**config.mk**
```make
export PLATFORM = sky130hd
export DESIGN_NAME = stable_priority_queue
export DESIGN_NICKNAME = d
export VERILOG_FILES = /design/src/hw/rtl/spq_pkg.sv /design/src/hw/rtl/spq_cell.sv /design/src/hw/rtl/stable_priority_queue.sv
export SDC_FILE = /design/constraint.sdc
export NUM_CORES = 1
export LEC_CHECK = 0
export ABC_AREA = 1
export BUFFER_PORTS_ARGS = -buffer_cell sky130_fd_sc_hd__buf_4
export CORE_ASPECT_RATIO = 0.7
export CORE_MARGIN = 2
export CORE_UTILIZATION = 59
export CTS_BUF_LIST = sky130_fd_sc_hd__clkbuf_8
export CTS_CLUSTER_SIZE = 28
export DETAILED_ROUTE_END_ITERATION = 6
export GPL_TIMING_DRIVEN = 0
export HOLD_SLACK_MARGIN = 0.12
export PLACE_DENSITY = 0.8
export SLEW_MARGIN = 20
export SYNTH_ARGS = -nofsm -noshare
export SYNTH_HDL_FRONTEND = slang
export SYNTH_SLANG_ARGS = --single-unit
```
**constraint.sdc**
```tcl
create_clock -name aclk -period 2.5 [get_ports aclk]
set_input_delay 0.5 -clock aclk [delete_from_list [all_inputs] [get_ports aclk]]
set_output_delay 0.5 -clock aclk [all_outputs]
set_load 0.01 [all_outputs]
```
**src/hw/rtl/spq_pkg.sv**
```systemverilog
`default_nettype none
package spq_pkg;

    localparam int QUEUE_DEPTH_DEF = 16;
    localparam int ID_WIDTH_DEF    = 16;

    localparam int PRIO_W     = 4;
    localparam int ID_FIELD_W = 16;
    localparam int OCC_W      = 5;
    localparam int STATUS_W   = 2;

    localparam int S_TDATA_W = 24;
    localparam int M_TDATA_W = 32;

    localparam logic OP_INSERT = 1'b0;
    localparam logic OP_REMOVE = 1'b1;

    typedef enum logic [STATUS_W-1:0] {
        STATUS_OK    = 2'd0,
        STATUS_EMPTY = 2'd1,
        STATUS_FULL  = 2'd2
    } status_t;

    typedef struct packed {
        logic              ins;
        logic              pop;
        logic [PRIO_W-1:0] prio;
    } cell_ctrl_t;

endpackage
`default_nettype wire

```
**src/hw/rtl/spq_cell.sv**
```systemverilog
`default_nettype none
module spq_cell #(
    parameter int ID_WIDTH = spq_pkg::ID_WIDTH_DEF
) (
    input  logic                       aclk,
    input  logic                       aresetn,
    input  spq_pkg::cell_ctrl_t        ctrl,
    input  logic [ID_WIDTH-1:0]        new_id,
    input  logic                       left_keep,
    input  logic                       left_valid,
    input  logic [ID_WIDTH-1:0]        left_id,
    input  logic [spq_pkg::PRIO_W-1:0] left_prio,
    input  logic                       right_valid,
    input  logic [ID_WIDTH-1:0]        right_id,
    input  logic [spq_pkg::PRIO_W-1:0] right_prio,
    output logic                       keep,
    output logic                       valid,
    output logic [ID_WIDTH-1:0]        id,
    output logic [spq_pkg::PRIO_W-1:0] prio
);

    logic                       valid_reg, valid_next;
    logic [ID_WIDTH-1:0]        id_reg, id_next;
    logic [spq_pkg::PRIO_W-1:0] prio_reg, prio_next;

    // entry stays put on insert when it is served no later than the new one
    assign keep  = valid_reg && (prio_reg <= ctrl.prio);
    assign valid = valid_reg;
    assign id    = id_reg;
    assign prio  = prio_reg;

    always_comb begin
        valid_next = valid_reg;
        id_next    = id_reg;
        prio_next  = prio_reg;
        if (ctrl.ins) begin
            if (!keep) begin
                if (left_keep) begin
                    valid_next = 1'b1;
                    id_next    = new_id;
                    prio_next  = ctrl.prio;
                end else begin
                    valid_next = left_valid;
                    id_next    = left_id;
                    prio_next  = left_prio;
                end
            end
        end else if (ctrl.pop) begin
            valid_next = right_valid;
            id_next    = right_id;
            prio_next  = right_prio;
        end
    end

    always_ff @(posedge aclk) begin
        if (!aresetn) begin
            valid_reg <= 1'b0;
        end else begin
            valid_reg <= valid_next;
        end
    end

    always_ff @(posedge aclk) begin
        id_reg   <= id_next;
        prio_reg <= prio_next;
    end

endmodule
`default_nettype wire

```
**src/hw/rtl/stable_priority_queue.sv**
```systemverilog
`default_nettype none
// Result: registered; it appears in the cycle after its input transfer.
// Throughput: one item per cycle; every cell of the row compares and shifts
// in the same cycle, and s_tready is low only while a result waits on m_tready.
// Reset: synchronous, active low; clears the cell valid bits, the entry count
// and the output valid. No clearing pass; the block is ready right after reset.
module stable_priority_queue #(
    parameter int QUEUE_DEPTH = spq_pkg::QUEUE_DEPTH_DEF,
    parameter int ID_WIDTH    = spq_pkg::ID_WIDTH_DEF
) (
    input  logic                          aclk,
    input  logic                          aresetn,
    input  logic                          s_tvalid,
    output logic                          s_tready,
    // item_id[15:0], priority_req[19:16], zero fill
    input  logic [spq_pkg::S_TDATA_W-1:0] s_tdata,
    // operation[0]
    input  logic [0:0]                    s_tuser,
    output logic                          m_tvalid,
    input  logic                          m_tready,
    // out_id[15:0], out_priority[19:16], occupancy[24:20], zero fill
    output logic [spq_pkg::M_TDATA_W-1:0] m_tdata,
    // status[1:0]
    output logic [spq_pkg::STATUS_W-1:0]  m_tuser
);

    localparam int CNT_W = $clog2(QUEUE_DEPTH + 1);

    logic                       s_xfer;
    logic                       full, empty;
    logic [ID_WIDTH-1:0]        in_id;
    logic [spq_pkg::PRIO_W-1:0] in_prio;
    spq_pkg::cell_ctrl_t        ctrl;

    logic [CNT_W-1:0]               count_reg, count_next;
    logic                           m_tvalid_reg, m_tvalid_next;
    spq_pkg::status_t               status_reg, status_next;
    logic [spq_pkg::ID_FIELD_W-1:0] out_id_reg, out_id_next;
    logic [spq_pkg::PRIO_W-1:0]     out_prio_reg, out_prio_next;
    logic [spq_pkg::OCC_W-1:0]      occ_reg, occ_next;

    logic                       keep_w  [QUEUE_DEPTH];
    logic                       valid_w [QUEUE_DEPTH];
    logic [ID_WIDTH-1:0]        id_w    [QUEUE_DEPTH];
    logic [spq_pkg::PRIO_W-1:0] prio_w  [QUEUE_DEPTH];

    assign s_tready = !m_tvalid_reg || m_tready;
    assign s_xfer   = s_tvalid && s_tready;
    assign in_id    = ID_WIDTH'(s_tdata[15:0]);
    assign in_prio  = s_tdata[19:16];
    assign full     = (count_reg == CNT_W'(QUEUE_DEPTH));
    assign empty    = (count_reg == '0);

    assign ctrl.ins  = s_xfer && (s_tuser[0] == spq_pkg::OP_INSERT) && !full;
    assign ctrl.pop  = s_xfer && (s_tuser[0] == spq_pkg::OP_REMOVE) && !empty;
    assign ctrl.prio = in_prio;

    genvar gi;
    generate
        for (gi = 0; gi < QUEUE_DEPTH; gi++) begin : g_cell
            logic                       l_keep, l_valid, r_valid;
            logic [ID_WIDTH-1:0]        l_id, r_id;
            logic [spq_pkg::PRIO_W-1:0] l_prio, r_prio;

            if (gi == 0) begin : g_head
                assign l_keep  = 1'b1;
                assign l_valid = 1'b0;
                assign l_id    = '0;
                assign l_prio  = '0;
            end else begin : g_mid
                assign l_keep  = keep_w[gi-1];
                assign l_valid = valid_w[gi-1];
                assign l_id    = id_w[gi-1];
                assign l_prio  = prio_w[gi-1];
            end

            if (gi == QUEUE_DEPTH - 1) begin : g_tail
                assign r_valid = 1'b0;
                assign r_id    = '0;
                assign r_prio  = '0;
            end else begin : g_body
                assign r_valid = valid_w[gi+1];
                assign r_id    = id_w[gi+1];
                assign r_prio  = prio_w[gi+1];
            end

            spq_cell #(
                .ID_WIDTH(ID_WIDTH)
            ) u_cell (
                .aclk       (aclk),
                .aresetn    (aresetn),
                .ctrl       (ctrl),
                .new_id     (in_id),
                .left_keep  (l_keep),
                .left_valid (l_valid),
                .left_id    (l_id),
                .left_prio  (l_prio),
                .right_valid(r_valid),
                .right_id   (r_id),
                .right_prio (r_prio),
                .keep       (keep_w[gi]),
                .valid      (valid_w[gi]),
                .id         (id_w[gi]),
                .prio       (prio_w[gi])
            );
        end
    endgenerate

    always_comb begin
        count_next    = count_reg;
        m_tvalid_next = m_tvalid_reg && !m_tready;
        status_next   = status_reg;
        out_id_next   = out_id_reg;
        out_prio_next = out_prio_reg;
        occ_next      = occ_reg;
        if (ctrl.ins) begin
            count_next = count_reg + CNT_W'(1);
        end else if (ctrl.pop) begin
            count_next = count_reg - CNT_W'(1);
        end
        if (s_xfer) begin
            m_tvalid_next = 1'b1;
            out_id_next   = '0;
            out_prio_next = '0;
            occ_next      = spq_pkg::OCC_W'(count_next);
            if (s_tuser[0] == spq_pkg::OP_INSERT) begin
                status_next = full ? spq_pkg::STATUS_FULL : spq_pkg::STATUS_OK;
            end else if (empty) begin
                status_next = spq_pkg::STATUS_EMPTY;
            end else begin
                status_next   = spq_pkg::STATUS_OK;
                out_id_next   = spq_pkg::ID_FIELD_W'(id_w[0]);
                out_prio_next = prio_w[0];
            end
        end
    end

    always_ff @(posedge aclk) begin
        if (!aresetn) begin
            count_reg    <= '0;
            m_tvalid_reg <= 1'b0;
        end else begin
            count_reg    <= count_next;
            m_tvalid_reg <= m_tvalid_next;
        end
    end

    always_ff @(posedge aclk) begin
        status_reg   <= status_next;
        out_id_reg   <= out_id_next;
        out_prio_reg <= out_prio_next;
        occ_reg      <= occ_next;
    end

    assign m_tvalid = m_tvalid_reg;
    assign m_tuser  = status_reg;
    assign m_tdata  = {7'd0, occ_reg, out_prio_reg, out_id_reg};

endmodule
`default_nettype wire

```
==> After elaboration in Yosys (flattened, before gate mapping) <==
Cells that the tools add are included.
{ "classes": {"add_sub_neg": 2, "mul": 0, "div_mod_pow": 0, "order_cmp": 16, "eq_ne": 17, "shifts": 0, "mux": 195, "bitwise_logic": 1, "reduce_logical": 46} }
{ "op_table": {"columns": ["operator", "n"], "rows": [
  ["$mux 16", 63],
  ["$mux 4", 63],
  ["$mux 1", 65],
  ["$le 4x4->1", 16],
  ["$ne 2x2->1 const B", 16],
  ["$reduce_and 2->1", 16],
  ["$logic_and 1x1->1", 22],
  ["$mux 5", 2],
  ["$add 5x1->5 const B", 1],
  ["$eq 5x5->1 const B", 1],
  ["$logic_not 5->1", 1],
  ["$sub 5x1->5 const B", 1],
  ["$logic_not 1->1", 4],
  ["$mux 2", 2],
  ["$reduce_bool 2->1", 1],
  ["$reduce_or 2->1", 1],
  ["$logic_or 1x1->1", 1],
  ["$not 1->1", 1]
]} }
{ "word_totals": {"register_bits": 369, "latch_bits": 0, "mem_bits_rw": 0, "mem_bits_ro": 0, "input_bits": 29, "output_inout_bits": 36, "memories": 0} }

==> Longest topological paths before layout <==
{ "depth": {"ltp_word": 7, "depth_mapped": 14, "depth_no_buf": 12} }

==> By module <==
Synthesis repeated with hierarchy kept, for this count alone.
{ "hier_totals": {"hier_cells": 2437, "area_unflattened_um2": 20895.0} }
{ "by_module_without_submodules": {"columns": ["mod", "instances", "cells_per_inst", "area_per_inst_um2", "seq_area_each_um2"], "rows": [
  ["spq_cell at g_cell[2].u_cell ...", 8, 143, 1212.4, 620.6],
  ["spq_cell at g_cell[0].u_cell ...", 8, 143, 1207.4, 620.6],
  ["stable_priority_queue", 1, 149, 1536.5, 930.9]
]} }

==> Worst setup path before layout <==
OpenSTA, ideal clock, no wires.
{ "synth_timing": {"path_kind": "input -> register", "startpoint": "in s_tdata[19] (netlist name)", "endpoint": "reg g_cell[14].u_cell.id_reg[0] (enable)", "arrival_ns": 2.104, "slack_ns": 0.002, "stages": 9, "path_buffers": 1, "cell_sequence": "inv_1 > ha_1 > a21oi_1 > o21ai_0 > nand2_1 > nand2_1 > nand2_1 > buf_2 > nand2_1"} }
{ "synth_via": {"elab_chain_len": 4} }
{ "synth_lines": {"columns": ["item", "line_no", "text"], "rows": [
  ["start, declared", "stable_priority_queue.sv:16", "input logic [spq_pkg::S_TDATA_W-1:0] s_tdata,"],
  ["$le 4x4->1", "spq_cell.sv:27", "assign keep = valid_reg && (prio_reg <= ctrl.prio);"],
  ["$logic_and 1x1->1", "spq_cell.sv:27", null],
  ["$ne 2x2->1 (no source line)", null, null],
  ["$reduce_and 2->1 (no source line)", null, null],
  ["end signal, assigned", "spq_cell.sv:64", "id_reg <= id_next;"],
  ["end, declared", "spq_cell.sv:23", "logic [ID_WIDTH-1:0] id_reg, id_next;"]
]} }
Every way passes these cells.
A chain may end at the register's enable or synchronous reset.

==> Final worst setup path <==
{ "layout_timing": {"startpoint": "reg count_reg[0]", "endpoint": "reg g_cell[1].u_cell.id_reg[4] (enable)"} }
{ "layout_via": {"elab_chain_len": 5, "elab_cells_between_ends": 9, "classes_between": "eq/ne: 2; reduce/logical: 7"} }
{ "layout_lines": {"columns": ["item", "line_no", "text"], "rows": [
  ["start, declared", "stable_priority_queue.sv:35", "logic [CNT_W-1:0] count_reg, count_next;"],
  ["start signal, assigned", "stable_priority_queue.sv:143", "count_reg <= count_next;"],
  ["$eq 5x5->1 or $logic_not 5->1 (tied branches)", "stable_priority_queue.sv:51, stable_priority_queue.sv:52", null],
  ["$logic_not 1->1 (on tied branches)", "stable_priority_queue.sv:54, stable_priority_queue.sv:55", null],
  ["$logic_and 1x1->1 (on tied branches)", "stable_priority_queue.sv:54, stable_priority_queue.sv:55", null],
  ["$ne 2x2->1 (no source line) or $reduce_bool 2->1 (tied branches)", null, null],
  ["$reduce_and 2->1 (no source line) (*)", null, null],
  ["end signal, assigned", "spq_cell.sv:64", null],
  ["end, declared", "spq_cell.sv:23", null]
]} }
Every way passes the cells marked *; elsewhere a longest branch is shown, timed or not.

==> flow_summary_export.csv <==
group,metric,value,unit
synthesis,ys.flop_type,"edfxtp_1",
sta,fin_worst_skew,24.44,ps
sta,drv_slew,0,
sta,worst_slack,-118.2,ps
clocking,path_clk_slew,60,ps
global_route,grtUsageTotal,35.30,%
layout,mostFrequentLayoutCells,"1394 x nand2_1, 347 x edfxtp_1, 304 x inv_1",
power,peakVddDrop,0.5431,mV
drt,top_layer,"met5",
layout,post-route-util,66.00,%
synthesis,netlist_instances,2571,
setup_path,crit_chain,"inv_1 -> ha_1 -> nand2_1 -> nor2_2 -> nand2_1 -> nand2_1 -> buf_4 -> nand2_1",
min_path,min_path_type,"primary input to flip-flop",
floorplanning,ioPinCount,65,
sta,fin_crit,2618,ps
min_path,hold_end,"m_tvalid",
layout,fillers,2869,
clocking,clock_path_buffers,3,
floorplanning,rows,57,
global_route,grt_first_pass_wirelength,95230,µm
layout,layout_commonest_cell,"nand2_1",
drt,wl_met1,24000,µm
sta,slew_headroom,36.11,%
clocking,cts_num_sinks,369,
layout,largest_reg_flops,256,
clocking,cts_tree,"yes",
floorplanning,initial_utilization,59.41,%
synthesis,synth_top_area_share,50.91,%
global_route,grt_pass1_vias,17680,
min_path,hp-start,"m_tready",
power,power.leakage,12.59,nW
layout,synthToLayoutAreaGrowth,11.09,%
status,violations,"negative setup slack",
synthesis,synthTopCellsByArea,"edfxtp_1 51%, nand2_1 26%, inv_1 5.1%",
setup_path,crit_required,2660,ps
layout,nNetsFinal,2791,
status,status,"finished, violations left",
sta,period_share,104.7,%
sta,hold_viol_final,0,
drt,drc,0,
global_route,grt_overflow,0,
clocking,htreeDepth,2,
drt,dr.first_iter.drc_count,2409,
place,pre_cts_slack,-1048,ps
synthesis,avgSynthCellArea,7.960,µm²
setup_path,worst_setup_path_end_kind,"flip-flop",
layout,layout-drive-gt1-share,10.36,%
place,gp_congestion,0.9573,
synthesis,synth_area,0.02047,mm²
drt,wire_per_inst,20.10,µm
floorplanning,die_h,159.8,µm
setup_path,r2r-end,"g_cell[1].u_cell.id[4]",
global_route,grt_max_degree,28,
clocking,cts_hold_buf,0,
clocking,cts_buffers,56,
global_route,antenna_found_initial,1,
synthesis,synth_seq_cells,369,
drt,via_count,18170,
synthesis,yosys_warnings,0,
drt,detail_route.wirelength,64560,µm
drt,met2WireLength,27710,µm
layout,num_antenna_cells,0,
setup_path,r2r_cells,8,
setup_path,worstSetupPathType,"flip-flop to flip-flop",
place,hpwl,45360,µm
clocking,insertion_delay,640,ps
drt,avgViaCountPerCell,5.656,
synthesis,synthDistinctLibCells,26,
place,dpl_cell_area,0.02148,mm²
sta,setup_violations,41,
setup_path,cp_data_arrival_time,2770,ps
floorplanning,coreArea,0.03445,mm²
setup_path,startpoint_type,"flip-flop",
synthesis,synth_top_area_cell,"edfxtp_1",
synthesis,yosysSeqAreaShare,53.07,%
setup_path,cpMostUsedCell,"nand2_1",
sta,rsz0062_at_grt,"yes",
clocking,clockRootBuffer,"clkbuf_8",
sta,max_freq,381.9,MHz
sta,tightest_slew,956.1,ps
min_path,holdPathStages,4,
layout,final_area,0.02274,mm²
setup_path,reg2reg_setup_slack,-120,ps
drt,ant_nets,0,
setup_path,slowest_delay,600,ps
synthesis,async_flop_share,0,%
place,port_buffers,53,
drt,dr.pass1.iters,7,
setup_path,r2r-start,"count_reg[0]",
floorplanning,die_w,226.6,µm
flow_run,drv_cap,0,
setup_path,cp_slowest_cell,"nand2_1",
synthesis,synth_edf_count,347,
setup_path,worst-path-max-fanout,21,
drt,wl_met3,9593,µm
floorplanning,dieArea,0.03622,mm²
power,power.density,712.1,mW/mm²
report_power, final:
| part | switching [mW] | internal, mW | leakage (nW) | total (mW) |
|---|---|---|---|---|
| logic | 2.29 | 1.05 | 8.51 | 3.34 |
| clock network | 2.46 | 2.14 | 0.612 | 4.60 |
| registers | 0.494 | 7.76 | 3.47 | 8.25 |
| total | 5.24 | 10.9 | 12.6 | 16.2 |
cell families (layout without fill, tap and decap cells):
family / after synthesis / count (layout) / share of synthesized area, %
compound gates: 201 / 201 / 4.976
xor+xnor: 4 / 4 / 0.1712
fa+ha+maj: 66 / 66 / 4.035
buf+inv: 418 / 581 / 9.146
flops: 369 / 369 / 53.07
other cells: 1 / 7 / 0.01832
simple gates: 1512 / 1512 / 28.59
Yosys cell counts (11+ instances only):
master	number
nor2_1	28
nand2_1	1418
buf_6	13
edfxtp_1	347
clkbuf_1	34
ha_1	66
buf_2	58
o21ai_0	121
nand4_1	11
a21oi_1	74
dfxtp_1	22
nand3_1	32
buf_4	31
inv_1	278
cell type report:
cell class / count / area [µm²] / share of cell area (%)
buffer: 138 / 853.3 / 3.753
clock buffer: 58 / 798.3 / 3.511
clock inverter: 44 / 180.2 / 0.7925
inverter: 280 / 1062 / 4.672
multi-input combinational: 1790 / 7908 / 34.78
sequential: 369 / 10860 / 47.77
tap: 472 / 590.6 / 2.598
timing repair buffer: 60 / 475.5 / 2.091
timing repair inverter: 1 / 7.507 / 0.03302
through the flow:
step | power [mW] | hold WS (ps) | setup TNS [ps] | std cells
6_report | 16.19 | 153.5 | -3310 | 3212
5_1_grt | 16.82 | 152.9 | -7851 | 3212
4_1_cts | 15.99 | 130.9 | -24060 | 3208
3_5_place_dp | 11.47 | 470.9 | -345510 | 3102
3_3_place_gp | 11.31 | 463.6 | -302950 | 3102
2_1_floorplan | 10.33 | 452.8 | 0 | 2577
repair_timing:
item,in CTS,in global routing
cloned,1,0
endpoints found under the setup margin,362,379
buffers inserted,3,4
resized for setup,26,33
worst max-delay path by stage:
stage / from / end / slack (ps) / cells after the start
finish: count_reg[0] / g_cell[1].u_cell.id[4] / -120 / 8
global route: count_reg[0] / g_cell[2].u_cell.id[1] / -200 / 8
CTS: count_reg[0] / g_cell[8].u_cell.id[0] / -150 / 9
detailed placement: s_tdata[17] / g_cell[14].u_cell.id[6] / -1050 / 10
global placement: s_tdata[17] / g_cell[14].u_cell.id[6] / -950 / 10
floorplan: s_tdata[19] / g_cell[14].u_cell.id[0] / 2 / 9
worst max-delay path: cells and delay by family, from the launching register on:
kind / cells / cell delay [ps]
fa+ha+maj: 1 / 200
flops: 1 / 330
buf+inv: 2 / 400
simple gates: 5 / 1200
per-layer routing:
metal  GRT usage (%)  up-vias
li1                -     8301
met5           1.747        -
met1           43.29     8404
met3           16.36      233
met2           52.50     1226
met4           17.28        4
Power figures use the tool's default switching activity.
